[src/rtl/string_to_int64_parser_core_defines.svh]
// Assertion macros for the parser RTL.
`ifndef STRING_TO_INT64_PARSER_CORE_DEFINES_SVH
`define STRING_TO_INT64_PARSER_CORE_DEFINES_SVH

// Same-cycle implication, clocked on clk_i and quiet during reset.
`define STIP_ASSERT(name, prop, msg) \
  name: assert property (@(posedge clk_i) disable iff (!rst_ni) prop) else $error(msg);

// Antecedent in one cycle, consequent in the next.
`define STIP_ASSERT_NXT(name, ante, cons, msg) \
  name: assert property (@(posedge clk_i) disable iff (!rst_ni) (ante) |=> (cons)) \
    else $error(msg);

`endif

[src/rtl/stip_pkg.sv]
`timescale 1ns / 1ps
package stip_pkg;

  localparam int unsigned PosWidth  = 32;
  localparam int unsigned ClsDepth  = 4;
  localparam int unsigned ClsPtrW   = $clog2(ClsDepth);
  localparam int unsigned ClsCntW   = $clog2(ClsDepth + 1);
  localparam int unsigned ResDepth  = 2;
  localparam int unsigned ResPtrW   = $clog2(ResDepth);
  localparam int unsigned ResCntW   = $clog2(ResDepth + 1);

  localparam logic [5:0] MaxBase    = 6'd36;
  localparam logic [5:0] NoDigit    = 6'd36;
  localparam logic [5:0] BaseHex    = 6'd16;
  localparam logic [5:0] BaseOct    = 6'd8;
  localparam logic [5:0] BaseDec    = 6'd10;
  localparam logic [5:0] BaseBad    = 6'd1;
  localparam logic [7:0] ChLowerX   = 8'h78;
  localparam logic [7:0] ChUpperX   = 8'h58;
  localparam logic [7:0] ChZero     = 8'h30;
  localparam logic [7:0] ChPlus     = 8'h2B;
  localparam logic [7:0] ChMinus    = 8'h2D;
  localparam logic [63:0] SignedMax = 64'h7FFF_FFFF_FFFF_FFFF;
  localparam logic [63:0] EndMax    = 64'h0000_0000_FFFF_FFFF;

  typedef enum logic [5:0] {
    PH_IDLE   = 6'b000001,
    PH_SPACE  = 6'b000010,
    PH_SIGN   = 6'b000100,
    PH_ZERO   = 6'b001000,
    PH_X      = 6'b010000,
    PH_DIGITS = 6'b100000
  } phase_e;

  typedef enum logic [1:0] {
    ST_OK      = 2'd0,
    ST_RANGE   = 2'd1,
    ST_BADBASE = 2'd2
  } status_e;

  typedef struct packed {
    logic       first;
    logic       space;
    logic       minus;
    logic       plus;
    logic       zero;
    logic       x;
    logic [5:0] digit;
  } cls_t;

  typedef struct packed {
    logic [63:0] value;
    logic [31:0] end_offset;
    status_e     status;
  } res_t;

endpackage

[src/rtl/string_to_int64_parser_core.sv]
`timescale 1ns / 1ps
// Streaming signed 64-bit integer parser, one character per transfer.
// Input queue: drive char_code_i and first_char_i with push while full is low.
// A character with first_char_i high starts a new conversion and drops any
// conversion still open. Each finished conversion gives one result on the output
// queue: value_o, end_offset_o and status_o (0 ok, 1 range, 2 invalid base).
// The oldest result is shown while empty is low and leaves on pop.
// The base is written through cfg_valid_i/cfg_radix_i (cfg_ready_o is always
// high); the user must write it only while the block is idle, as the block
// does not enforce it. It is sampled at each conversion start. Throughput is
// one character per cycle while the result queue is not full, set by the digit
// accumulate step (a 64-by-6 multiply, add and range compare). An ending
// character is registered in the four-entry character queue, its result in the
// two-entry result queue. When the receiver stalls, that queue fills, the
// engine halts, full rises once the character queue fills; nothing is lost.
// Reset empties both queues, returns the engine to idle and sets base 0.
module string_to_int64_parser_core (
  input  logic               clk_i,
  input  logic               rst_ni,
  input  logic               push,
  output logic               full,
  input  logic [7:0]         char_code_i,
  input  logic               first_char_i,
  output logic               empty,
  input  logic               pop,
  output logic signed [63:0] value_o,
  output logic [31:0]        end_offset_o,
  output logic [1:0]         status_o,
  input  logic               cfg_valid_i,
  output logic               cfg_ready_o,
  input  logic [5:0]         cfg_radix_i
);
  import stip_pkg::*;

  logic [5:0] radix_q;
  logic       cls_valid, cls_pop, res_full, res_push;
  cls_t       cls;
  res_t       res_in, res_out;

  assign cfg_ready_o = 1'b1;

  always_ff @(posedge clk_i or negedge rst_ni) begin
    if (!rst_ni) begin
      radix_q <= '0;
    end else if (cfg_valid_i && cfg_ready_o) begin
      radix_q <= cfg_radix_i;
    end
  end

  stip_front u_front (
    .clk_i        (clk_i),
    .rst_ni       (rst_ni),
    .push_i       (push),
    .full_o       (full),
    .char_code_i  (char_code_i),
    .first_char_i (first_char_i),
    .pop_i        (cls_pop),
    .valid_o      (cls_valid),
    .cls_o        (cls)
  );

  stip_back u_back (
    .clk_i       (clk_i),
    .rst_ni      (rst_ni),
    .radix_i     (radix_q),
    .cls_valid_i (cls_valid),
    .cls_i       (cls),
    .cls_pop_o   (cls_pop),
    .res_full_i  (res_full),
    .res_push_o  (res_push),
    .res_o       (res_in)
  );

  stip_res_q u_res_q (
    .clk_i   (clk_i),
    .rst_ni  (rst_ni),
    .push_i  (res_push),
    .res_i   (res_in),
    .full_o  (res_full),
    .pop_i   (pop),
    .empty_o (empty),
    .res_o   (res_out)
  );

  assign value_o      = res_out.value;
  assign end_offset_o = res_out.end_offset;
  assign status_o     = res_out.status;

endmodule

[src/rtl/stip_front.sv]
`timescale 1ns / 1ps
module stip_front (
  input  logic          clk_i,
  input  logic          rst_ni,
  input  logic          push_i,
  output logic          full_o,
  input  logic [7:0]    char_code_i,
  input  logic          first_char_i,
  input  logic          pop_i,
  output logic          valid_o,
  output stip_pkg::cls_t cls_o
);
  import stip_pkg::*;

  cls_t               mem_q [ClsDepth];
  cls_t               cls_in;
  logic [ClsPtrW-1:0] wr_q, rd_q;
  logic [ClsCntW-1:0] cnt_q, cnt_d;
  logic               wr_en, rd_en;

  always_comb begin
    cls_in.first = first_char_i;
    cls_in.space = (char_code_i == 8'd32) || (char_code_i >= 8'd9 && char_code_i <= 8'd13);
    cls_in.minus = (char_code_i == ChMinus);
    cls_in.plus  = (char_code_i == ChPlus);
    cls_in.zero  = (char_code_i == ChZero);
    cls_in.x     = (char_code_i == ChLowerX) || (char_code_i == ChUpperX);
    if (char_code_i >= 8'h30 && char_code_i <= 8'h39) begin
      cls_in.digit = 6'(char_code_i - 8'h30);
    end else if (char_code_i >= 8'h61 && char_code_i <= 8'h7A) begin
      cls_in.digit = 6'(char_code_i - 8'h61 + 8'd10);
    end else if (char_code_i >= 8'h41 && char_code_i <= 8'h5A) begin
      cls_in.digit = 6'(char_code_i - 8'h41 + 8'd10);
    end else begin
      cls_in.digit = NoDigit;
    end
  end

  assign full_o  = (cnt_q == ClsCntW'(ClsDepth));
  assign valid_o = (cnt_q != '0);
  assign wr_en   = push_i && !full_o;
  assign rd_en   = pop_i && valid_o;
  assign cls_o   = mem_q[rd_q];

  always_comb begin
    cnt_d = cnt_q;
    if (wr_en && !rd_en) begin
      cnt_d = cnt_q + 1'b1;
    end else if (!wr_en && rd_en) begin
      cnt_d = cnt_q - 1'b1;
    end
  end

  always_ff @(posedge clk_i or negedge rst_ni) begin
    if (!rst_ni) begin
      wr_q  <= '0;
      rd_q  <= '0;
      cnt_q <= '0;
    end else begin
      cnt_q <= cnt_d;
      if (wr_en) begin
        wr_q <= wr_q + 1'b1;
      end
      if (rd_en) begin
        rd_q <= rd_q + 1'b1;
      end
    end
  end

  always_ff @(posedge clk_i) begin
    if (wr_en) begin
      mem_q[wr_q] <= cls_in;
    end
  end

endmodule

[src/rtl/stip_back.sv]
`timescale 1ns / 1ps
`include "string_to_int64_parser_core_defines.svh"
module stip_back (
  input  logic           clk_i,
  input  logic           rst_ni,
  input  logic [5:0]     radix_i,
  input  logic           cls_valid_i,
  input  stip_pkg::cls_t cls_i,
  output logic           cls_pop_o,
  input  logic           res_full_i,
  output logic           res_push_o,
  output stip_pkg::res_t res_o
);
  import stip_pkg::*;

  phase_e              phase_q, phase_d, c_phase;
  logic [5:0]          base_q, base_d, c_base, take_base, begin_base;
  logic                neg_q, neg_d, c_neg;
  logic [63:0]         mag_q, mag_d, c_mag;
  logic                ovf_q, ovf_d, c_ovf;
  logic [PosWidth-1:0] pos_q, pos_d, c_pos;
  logic [PosWidth-1:0] zend_q, zend_d, c_zend;
  logic                adv, start, bad_base, do_begin, do_take, emit;
  logic [63:0]         limit, lim_q, emit_end;
  logic [69:0]         prod;

  function automatic logic [PosWidth-1:0] sat_inc(input logic [PosWidth-1:0] v);
    return (v == '1) ? v : v + 1'b1;
  endfunction

  assign adv       = cls_valid_i && !res_full_i;
  assign cls_pop_o = adv;
  assign start     = cls_i.first;
  assign bad_base  = (radix_i == BaseBad) || (radix_i > MaxBase);

  assign c_phase = start ? PH_SPACE : phase_q;
  assign c_base  = start ? radix_i : base_q;
  assign c_neg   = start ? 1'b0 : neg_q;
  assign c_mag   = start ? '0 : mag_q;
  assign c_ovf   = start ? 1'b0 : ovf_q;
  assign c_pos   = start ? '0 : pos_q;
  assign c_zend  = start ? '0 : zend_q;

  assign limit = SignedMax + 64'(c_neg);
  assign lim_q = SignedMax + 64'(neg_q);

  always_comb begin
    phase_d    = c_phase;
    base_d     = c_base;
    neg_d      = c_neg;
    mag_d      = c_mag;
    ovf_d      = c_ovf;
    zend_d     = c_zend;
    do_begin   = 1'b0;
    do_take    = 1'b0;
    take_base  = c_base;
    begin_base = c_base;
    emit       = 1'b0;
    emit_end   = '0;
    res_o      = '{value: '0, end_offset: '0, status: ST_OK};
    prod       = '0;

    if (start && bad_base) begin
      emit         = 1'b1;
      res_o.status = ST_BADBASE;
      phase_d      = PH_IDLE;
      base_d       = '0;
    end else begin
      case (c_phase)
        PH_SPACE: begin
          if (cls_i.space) begin
            phase_d = PH_SPACE;
          end else if (cls_i.minus) begin
            neg_d   = 1'b1;
            phase_d = PH_SIGN;
          end else if (cls_i.plus) begin
            phase_d = PH_SIGN;
          end else begin
            do_begin = 1'b1;
          end
        end
        PH_SIGN: begin
          do_begin = 1'b1;
        end
        PH_ZERO: begin
          if (cls_i.x) begin
            phase_d = PH_X;
          end else begin
            take_base = (c_base == '0) ? BaseOct : c_base;
            base_d    = take_base;
            do_take   = 1'b1;
          end
        end
        PH_X: begin
          if (cls_i.digit < BaseHex) begin
            take_base = BaseHex;
            base_d    = BaseHex;
            do_take   = 1'b1;
          end else begin
            emit     = 1'b1;
            emit_end = 64'(c_zend);
            phase_d  = PH_IDLE;
          end
        end
        PH_DIGITS: begin
          do_take = 1'b1;
        end
        default: begin
          phase_d = c_phase;
        end
      endcase
    end

    if (do_begin) begin
      if (cls_i.zero && (c_base == '0 || c_base == BaseHex)) begin
        zend_d  = sat_inc(c_pos);
        phase_d = PH_ZERO;
      end else begin
        begin_base = (c_base == '0) ? BaseDec : c_base;
        base_d     = begin_base;
        if (cls_i.digit >= begin_base) begin
          emit    = 1'b1;
          phase_d = PH_IDLE;
        end else begin
          take_base = begin_base;
          do_take   = 1'b1;
        end
      end
    end

    if (do_take) begin
      prod = 70'(c_mag) * 70'(take_base) + 70'(cls_i.digit);
      if (cls_i.digit >= take_base) begin
        emit         = 1'b1;
        emit_end     = 64'(c_pos);
        res_o.value  = c_neg ? (64'd0 - c_mag) : c_mag;
        res_o.status = c_ovf ? ST_RANGE : ST_OK;
        phase_d      = PH_IDLE;
      end else begin
        if (!c_ovf) begin
          if (prod > 70'(limit)) begin
            ovf_d = 1'b1;
            mag_d = limit;
          end else begin
            mag_d = prod[63:0];
          end
        end
        phase_d = PH_DIGITS;
      end
    end

    res_o.end_offset = (emit_end > EndMax) ? '1 : emit_end[31:0];
    pos_d = (phase_d != PH_IDLE) ? sat_inc(c_pos) : c_pos;
  end

  assign res_push_o = adv && emit;

  always_ff @(posedge clk_i or negedge rst_ni) begin
    if (!rst_ni) begin
      phase_q <= PH_IDLE;
      base_q  <= '0;
      neg_q   <= 1'b0;
      mag_q   <= '0;
      ovf_q   <= 1'b0;
      pos_q   <= '0;
      zend_q  <= '0;
    end else if (adv) begin
      phase_q <= phase_d;
      base_q  <= base_d;
      neg_q   <= neg_d;
      mag_q   <= mag_d;
      ovf_q   <= ovf_d;
      pos_q   <= pos_d;
      zend_q  <= zend_d;
    end
  end

  `STIP_ASSERT(a_badbase_on_start, res_push_o && (res_o.status == ST_BADBASE) |-> cls_i.first, "Invalid base result without a starting character.")
  `STIP_ASSERT(a_ovf_saturated, ovf_q |-> (mag_q == lim_q), "Overflow flag set but magnitude is not saturated.")
  `STIP_ASSERT(a_prefix_clean, (phase_q == PH_SPACE) || (phase_q == PH_SIGN) |-> (mag_q == '0) && !ovf_q, "Magnitude not clear before the first digit.")
  `STIP_ASSERT_NXT(a_badbase_idle, adv && cls_i.first && bad_base, phase_q == PH_IDLE, "Invalid base did not end the conversion.")

endmodule

[src/rtl/stip_res_q.sv]
`timescale 1ns / 1ps
module stip_res_q (
  input  logic           clk_i,
  input  logic           rst_ni,
  input  logic           push_i,
  input  stip_pkg::res_t res_i,
  output logic           full_o,
  input  logic           pop_i,
  output logic           empty_o,
  output stip_pkg::res_t res_o
);
  import stip_pkg::*;

  res_t               mem_q [ResDepth];
  logic [ResPtrW-1:0] wr_q, rd_q;
  logic [ResCntW-1:0] cnt_q, cnt_d;
  logic               wr_en, rd_en;

  assign full_o  = (cnt_q == ResCntW'(ResDepth));
  assign empty_o = (cnt_q == '0);
  assign wr_en   = push_i && !full_o;
  assign rd_en   = pop_i && !empty_o;
  assign res_o   = mem_q[rd_q];

  always_comb begin
    cnt_d = cnt_q;
    if (wr_en && !rd_en) begin
      cnt_d = cnt_q + 1'b1;
    end else if (!wr_en && rd_en) begin
      cnt_d = cnt_q - 1'b1;
    end
  end

  always_ff @(posedge clk_i or negedge rst_ni) begin
    if (!rst_ni) begin
      wr_q  <= '0;
      rd_q  <= '0;
      cnt_q <= '0;
    end else begin
      cnt_q <= cnt_d;
      if (wr_en) begin
        wr_q <= wr_q + 1'b1;
      end
      if (rd_en) begin
        rd_q <= rd_q + 1'b1;
      end
    end
  end

  always_ff @(posedge clk_i) begin
    if (wr_en) begin
      mem_q[wr_q] <= res_i;
    end
  end

endmodule
[config.mk]
export PLATFORM = sky130hd
export DESIGN_NAME = string_to_int64_parser_core
export DESIGN_NICKNAME = d
export VERILOG_FILES = /design/src/rtl/stip_pkg.sv /design/src/rtl/string_to_int64_parser_core.sv /design/src/rtl/stip_front.sv /design/src/rtl/stip_back.sv /design/src/rtl/stip_res_q.sv
export VERILOG_INCLUDE_DIRS = /design/src /design/src/rtl
export SDC_FILE = /design/constraint.sdc
export NUM_CORES = 2
export LEC_CHECK = 0
export BUFFER_PORTS_ARGS = -buffer_cell sky130_fd_sc_hd__buf_2
export CORE_MARGIN = 5
export CORE_UTILIZATION = 55
export CTS_CLUSTER_DIAMETER = 120
export DETAILED_ROUTE_END_ITERATION = 10
export GPL_TIMING_DRIVEN = 0
export PLACE_DENSITY = 0.72
export SYNTH_ARGS = -nofsm -noshare
export SYNTH_HDL_FRONTEND = slang
export SYNTH_SLANG_ARGS = --single-unit
[constraint.sdc]
create_clock -name clk_i -period 14 [get_ports clk_i]
set_clock_uncertainty 0.2 [all_clocks]
set_input_delay 4.2 -clock clk_i [delete_from_list [all_inputs] [get_ports clk_i]]
set_output_delay 4.2 -clock clk_i [all_outputs]
set_load 0.05 [all_outputs]
# Word level (Yosys, flattened, before mapping)
# Memory sizes are Yosys's and may differ from the RTL's.
# Cells that the tools add are included.
# Widths: inputs -> output; s select.
[totals] regBits=159 ramBits=244 inputBits=20 out_inout_bits=101 elab_cells=188 memories=2
[mem_list] memory="u_res_q.mem_q" words=2 word_bits=98 read_ports=1 rd_clocked_by_memory_dff=0 write_ports=1 line_no="stip_res_q.sv:14" rtl="res_t mem_q [ResDepth];"
[mem_list] memory="u_front.mem_q" words=4 word_bits=12 read_ports=1 rd_clocked_by_memory_dff=0 write_ports=1 line_no="stip_front.sv:15" rtl="cls_t mem_q [ClsDepth];"
[op_classes] add_sub_neg=17 n_mul=1 magnitude_cmp=14 n_eq_ne=17 n_mux=91 n_reduce_logical=32
[op_table] op="$mux 64" count=12
[op_table] op="$mux 32" count=8
[op_table] op="$mux 6" count=27
[op_table] op="$add 70x6->70" count=1
[op_table] op="$gt 70x64->1" count=1
[op_table] op="$mul 64x6->70" count=1
[op_table] op="$add 63x1->64 const A" count=1
[op_table] op="$gt 64x32->1 const B" count=1
[op_table] op="$sub 1x64->64 const A" count=1
[op_table] op="$mux 1" count=33
[op_table] op="$add 32x1->32 const B" count=1
[op_table] op="$eq 32x32->1 const B" count=1
[op_table] op="$eq 8x6->1 const B" count=4
[op_table] op="$pmux 6 s3" count=1
[op_table] op="$eq 8x7->1 const B" count=2
[op_table] op="$ge 8x7->1 const B" count=2
[op_table] op="$le 8x7->1 const B" count=2
[op_table] op="$logic_and 1x1->1" count=16
[op_table] op="$add 6x4->6 const B" count=2
[op_table] op="$eq 6x5->1 const B" count=2
[op_table] op="$ge 6x6->1" count=2
[op_table] op="$pmux 6 s2" count=1
[op_table] op="$sub 6x6->6 const B" count=2
[op_table] op="$mux 2" count=5
[op_table] op="other kinds (29)" count=43

# Logic depth before layout (Yosys ltp)
# An unclocked memory read counts as a cell.
[logic_depth] depth_word=19 depth_mapped=55 ltp_nobuf=46

# By module
# A second synthesis with hierarchy kept.
[unflattened] hier_cells=3591 area_unflattened_um2=34538.1
[modules_own_cells] module="stip_back" instances=1 cells_each=3086 area_per_inst_um2=24383.4 seq_area_each_um2=3554.7
[modules_own_cells] module="stip_res_q" instances=1 cells_each=324 area_per_inst_um2=7297.0 seq_area_each_um2=5985.7
[modules_own_cells] module="stip_front" instances=1 cells_each=166 area_per_inst_um2=2595.0 seq_area_each_um2=1616.6
[modules_own_cells] module="string_to_int64_parser_core" instances=1 cells_each=15 area_per_inst_um2=262.8 seq_area_each_um2=150.1

# Worst setup path before layout
# OpenSTA, ideal clock, no wires.
[synth_path] kind="register -> register" startpoint="register u_front.rd_q[0]" endpoint="register u_back.mag_q[42]" setup_time_ps=94 t_arrival_ps=11262 t_required_ps=13706 path_slack_ps=2444 stages_incl_launch_ff=54 path_buffers=9 synth_period_minus_slack_ps=11556 cell_sequence="dfrtp_1 -> buf_2 -> mux4_2 -> buf_2 -> clkbuf_1 -> clkbuf_1 -> clkbuf_1 -> buf_1 -> mux2i_1 -> inv_1 -> ha_1 -> nand2b_1 -> a21o_1 -> a21oi_1 -> maj3_1 -> a21oi_1 -> nor2_1 -> o21ai_0 -> [... 18 more ...] -> o21ai_0 -> nand2b_1 -> a21oi_1 -> xnor2_1 -> ha_1 -> and3_1 -> nand4_1 -> nor2_1 -> and4_1 -> nand4_1 -> o22a_1 -> a21oi_1 -> nand4_1 -> or3_1 -> buf_6 -> a22o_4 -> buf_6 -> a221oi_2"
[synth_between] elab_chain_len=17 elab_cells_between_ends=48 cone_classes="add/sub (2); mul (1); order compare (4); eq/ne (6); mux (30); reduce/logical (4); memory (1)"
[synth_lines] item="start, declared" line_no="stip_front.sv:17" rtl="logic [ClsPtrW-1:0] wr_q, rd_q;"
[synth_lines] item="start signal, assigned" line_no="stip_front.sv:65" rtl="rd_q <= rd_q + 1'b1;"
[synth_lines] item="$mem_v2 4x12 *"
[synth_lines] item="parallel branches: the longest is 15 deep, another holds $mul 64x6->70"
[synth_lines] item="$mux 64 *" line_no="stip_back.sv:131" rtl="if (do_take) begin"
[synth_lines] item="end signal, assigned" line_no="stip_back.sv:171" rtl="mag_q <= mag_d;"
[synth_lines] item="end, declared" line_no="stip_back.sv:19" rtl="logic [63:0] mag_q, mag_d, c_mag;"
# Every way passes the cells marked *.
# A chain may end at the register's enable or synchronous reset.

# Worst setup path in the final report
[layout_path] startpoint="register u_front.rd_q[0]" endpoint="register u_back.mag_q[53]"
# Same word-level chain as after synthesis.

==> impl_metrics.toml <==
[place]
place.gp.congestion = 0.979
placed_area_um2 = 35900
dp_hpwl_mm = 82.0
dp.cells = 4475
numPortBuffers = 118
dp_slack_ns = -2.06

[cts]
h-tree-depth = 2
cts_tree = "built"
numCtsBuffers = 40
cts_root_buf = "clkbuf_16"
clock_latency_ns = 0.56
hold_buffers = 0
cts.sinks = 403
clock_path_buffers = 3
clk_pin_slew_ns = 0.07

[yosys]
netlist_instances = 3515
syn_area_um2 = 34100
synth_compound_area_share_pct = 14.3
ys_ff_latch = 403
synth.avg_cell_area_um2 = 9.70
ys_warn_count = 0
synth-seq-area-share_pct = 33.1
synth_flop_cell = "edfxtp_1"
yosys.area_share.simple_pct = 15.4
synthXorXnorAreaFrac_pct = 3.83
synth_top_cell_by_area = "edfxtp_1"
syn_nets = 4027
netlist_top_cells_area = "edfxtp_1, fa_1, dfrtp_1"
synth_edf_count = 244
yosys.cell_types.count = 90
synth.area.mux_share_pct = 4.74
ys_async_sr_fraction_pct = 39.5
synthAdderAreaFrac_pct = 23.6
synth_top_area_share_pct = 21.5
yosysMostFrequentCell = "nor2_1"
synthTopCellsByCount = "nor2_1, nand2_1, fa_1, edfxtp_1, inv_1"
synth_top_family_by_area = "adder cells"

[worst_setup_path]
critPathMostFrequentCell = "a21oi_1"
crit_arrival_ns = 13.75
reg2regPathDepth = 50
cp.required_ns = 14.28
slowest_delay_ns = 0.61
critPathLaunch = "u_front.rd_q[0]"
cp_slowest_cell = "or4_1"
critPathLaunchType = "register"
endpoint_kind = "register"
r2r_slack_ns = 0.53
crit_type = "reg2reg"
r2r_start = "u_front.rd_q[0]"
crit_fanout = 28

[routing]
ant_nets = 0
wl_per_cell_um = 23.0
drt_wl_total_mm = 104
drt_iter0_drc = 3311
via_per_inst = 6.22
drc_errors = 0
vias = 28300
first_pass_iters = 8

[pwr]
power_frac_comb_pct = 56.2
p_leak_nw = 16.5
power.internal_mw = 3.19
power.density_cell_area_nw_per_um2 = 175
power.share.sequential_pct = 26.9
irDropWorstVdd_uv = 157
swShare_pct = 51.3
switchingPower_mw = 3.35
clkPwrFrac_pct = 17.0

[timing]
finalHoldViolCount = 0
worst_pin_slew_ns = 1.01
rsz0062_at_grt = "no"
period_minus_slack_ns = 13.47
setup-tns-final_ns = 0
post-route-period-util_pct = 96.2
maxSlewViolCount = 0
timing.final.ws_setup_ns = 0.533
setup_viol = 0
slew_headroom_pct = 33.0
hold_ws_ns = 0.289
fmax_mhz = 74.3

[global_route]
grt_max_degree = 107
grt-ovfl-total = 0
grt_pass1_vias = 27600
grt_antenna_before_repair = 2
grt_usage_pct = 31.0
grt_pass1_wl_mm = 163

[final_layout]
nets = 4193
diodes = 0
area_growth_pct = 9.45
design_area_um2 = 37300
drive_above_1_share_pct = 10.9
finalNonFillerCells = 4550
fillers = 5342

[flow_run]
max_cap_viol_count = 0

[floorplanning]
die_h_um = 259
dieArea_um2 = 67100
io_pins = 121
coreArea_um2 = 61600
core.rowCount = 91
dieWidth_um = 259
start_util_pct = 55.4

[min_path]
hold_depth = 2
hp-start = "u_back.zend_q[4]"
hold_class = "reg2reg"

[run_status]
status = "finished, final reports clean"
-- worst paths after layout --
kind | endpoint
min in group asynchronous | u_front.wr_q[1]
worst min-delay path | u_back.zend_q[4]
max in group asynchronous | u_back.mag_q[55]
worst max-delay path | u_back.mag_q[53]
worst min register to register | u_back.zend_q[4]
worst max register to register | u_back.mag_q[53]
-- sequential cells by signal, indices dropped and copies added (netlist names), 3 cells and up --
| register | count |
|---|---|
| u_back.zend_q | 32 |
| u_back.base_q | 6 |
| u_back.phase_q | 6 |
| u_back.pos_q | 32 |
| u_front.cnt_q | 3 |
| radix_q | 6 |
| u_res_q.mem_q | 196 |
| u_back.mag_q | 64 |
| u_front.mem_q | 48 |
-- routing by layer --
layer | wire length [um] | vias to the layer above | global-route usage [%]
met1 | 43500 | 13800 | 44.6
met4 | 4260 | 4 | 10.5
met2 | 46000 | 1563 | 47.8
met5 | 29 | - | 0
met3 | 10800 | 240 | 5.70
li1 | - | 12700 | -
-- kinds of logic after synthesis --
| family | Yosys count |
|---|---|
| XOR/XNOR | 149 |
| AO/OA/AOI/OAI | 716 |
| AND/OR/NAND/NOR | 1184 |
| flip-flops | 403 |
| buffers and inverters | 435 |
| adder cells (fa/ha/maj) | 493 |
| multiplexers | 134 |
| other | 1 |
-- cells in the final DEF (no fill, tap or decap), types with 135 or more instances in the layout --
| cell | n |
|---|---|
| nor2_1 | 442 |
| nand2_1 | 388 |
| fa_1 | 253 |
| edfxtp_1 | 244 |
| inv_1 | 241 |
| ha_1 | 239 |
| a21oi_1 | 213 |
| dfrtp_1 | 158 |
| o21ai_0 | 156 |
| buf_2 | 135 |
| clkbuf_1 | 135 |
-- layout make-up --
cell class	count	area (um^2)	share of cell area [%]
Buffer	186	795	2.13
Clock buffer	53	1100	2.95
Clock inverter	21	244	0.654
Inverter	246	931	2.49
Multi-Input combinational cell	2677	21200	56.7
Sequential cell	403	11300	30.3
Tap cell	837	1050	2.81
Timing Repair Buffer	127	746	2.00
-- critical path: cells and delay by family (launching register included) --
family,cells,cell delay (ns)
AND/OR/NAND/NOR,16,3.94
adder cells (fa/ha/maj),8,2.96
buffers and inverters,11,2.50
AO/OA/AOI/OAI,12,2.47
multiplexers,2,0.67
flip-flops,1,0.36
XOR/XNOR,1,0.20
-- through the flow --
step	utilization [%]	power (mW)
after floorplan	-	4.20
after global placement	58.0	5.35
after detailed placement	58.3	5.36
after CTS	60.6	6.49
after global routing	60.6	6.82
final	60.6	6.54
-- power by group through the flow --
stage,registers [mW],logic (mW),clock network [mW]
6_report,1.76,3.67,1.11
2_1_floorplan,1.77,2.43,0
3_5_place_dp,1.77,3.59,0
5_1_grt,1.78,3.88,1.16
3_3_place_gp,1.82,3.53,0
4_1_cts,1.75,3.62,1.11
-- repair_timing --
item / 4_1_cts / 5_1_grt
setup endpoints to repair: 65 / 65
gates resized for setup: 24 / 15
buffers inserted: 3 / 1
pin swaps: 1 / 1
Power figures use the tool's default switching activity.
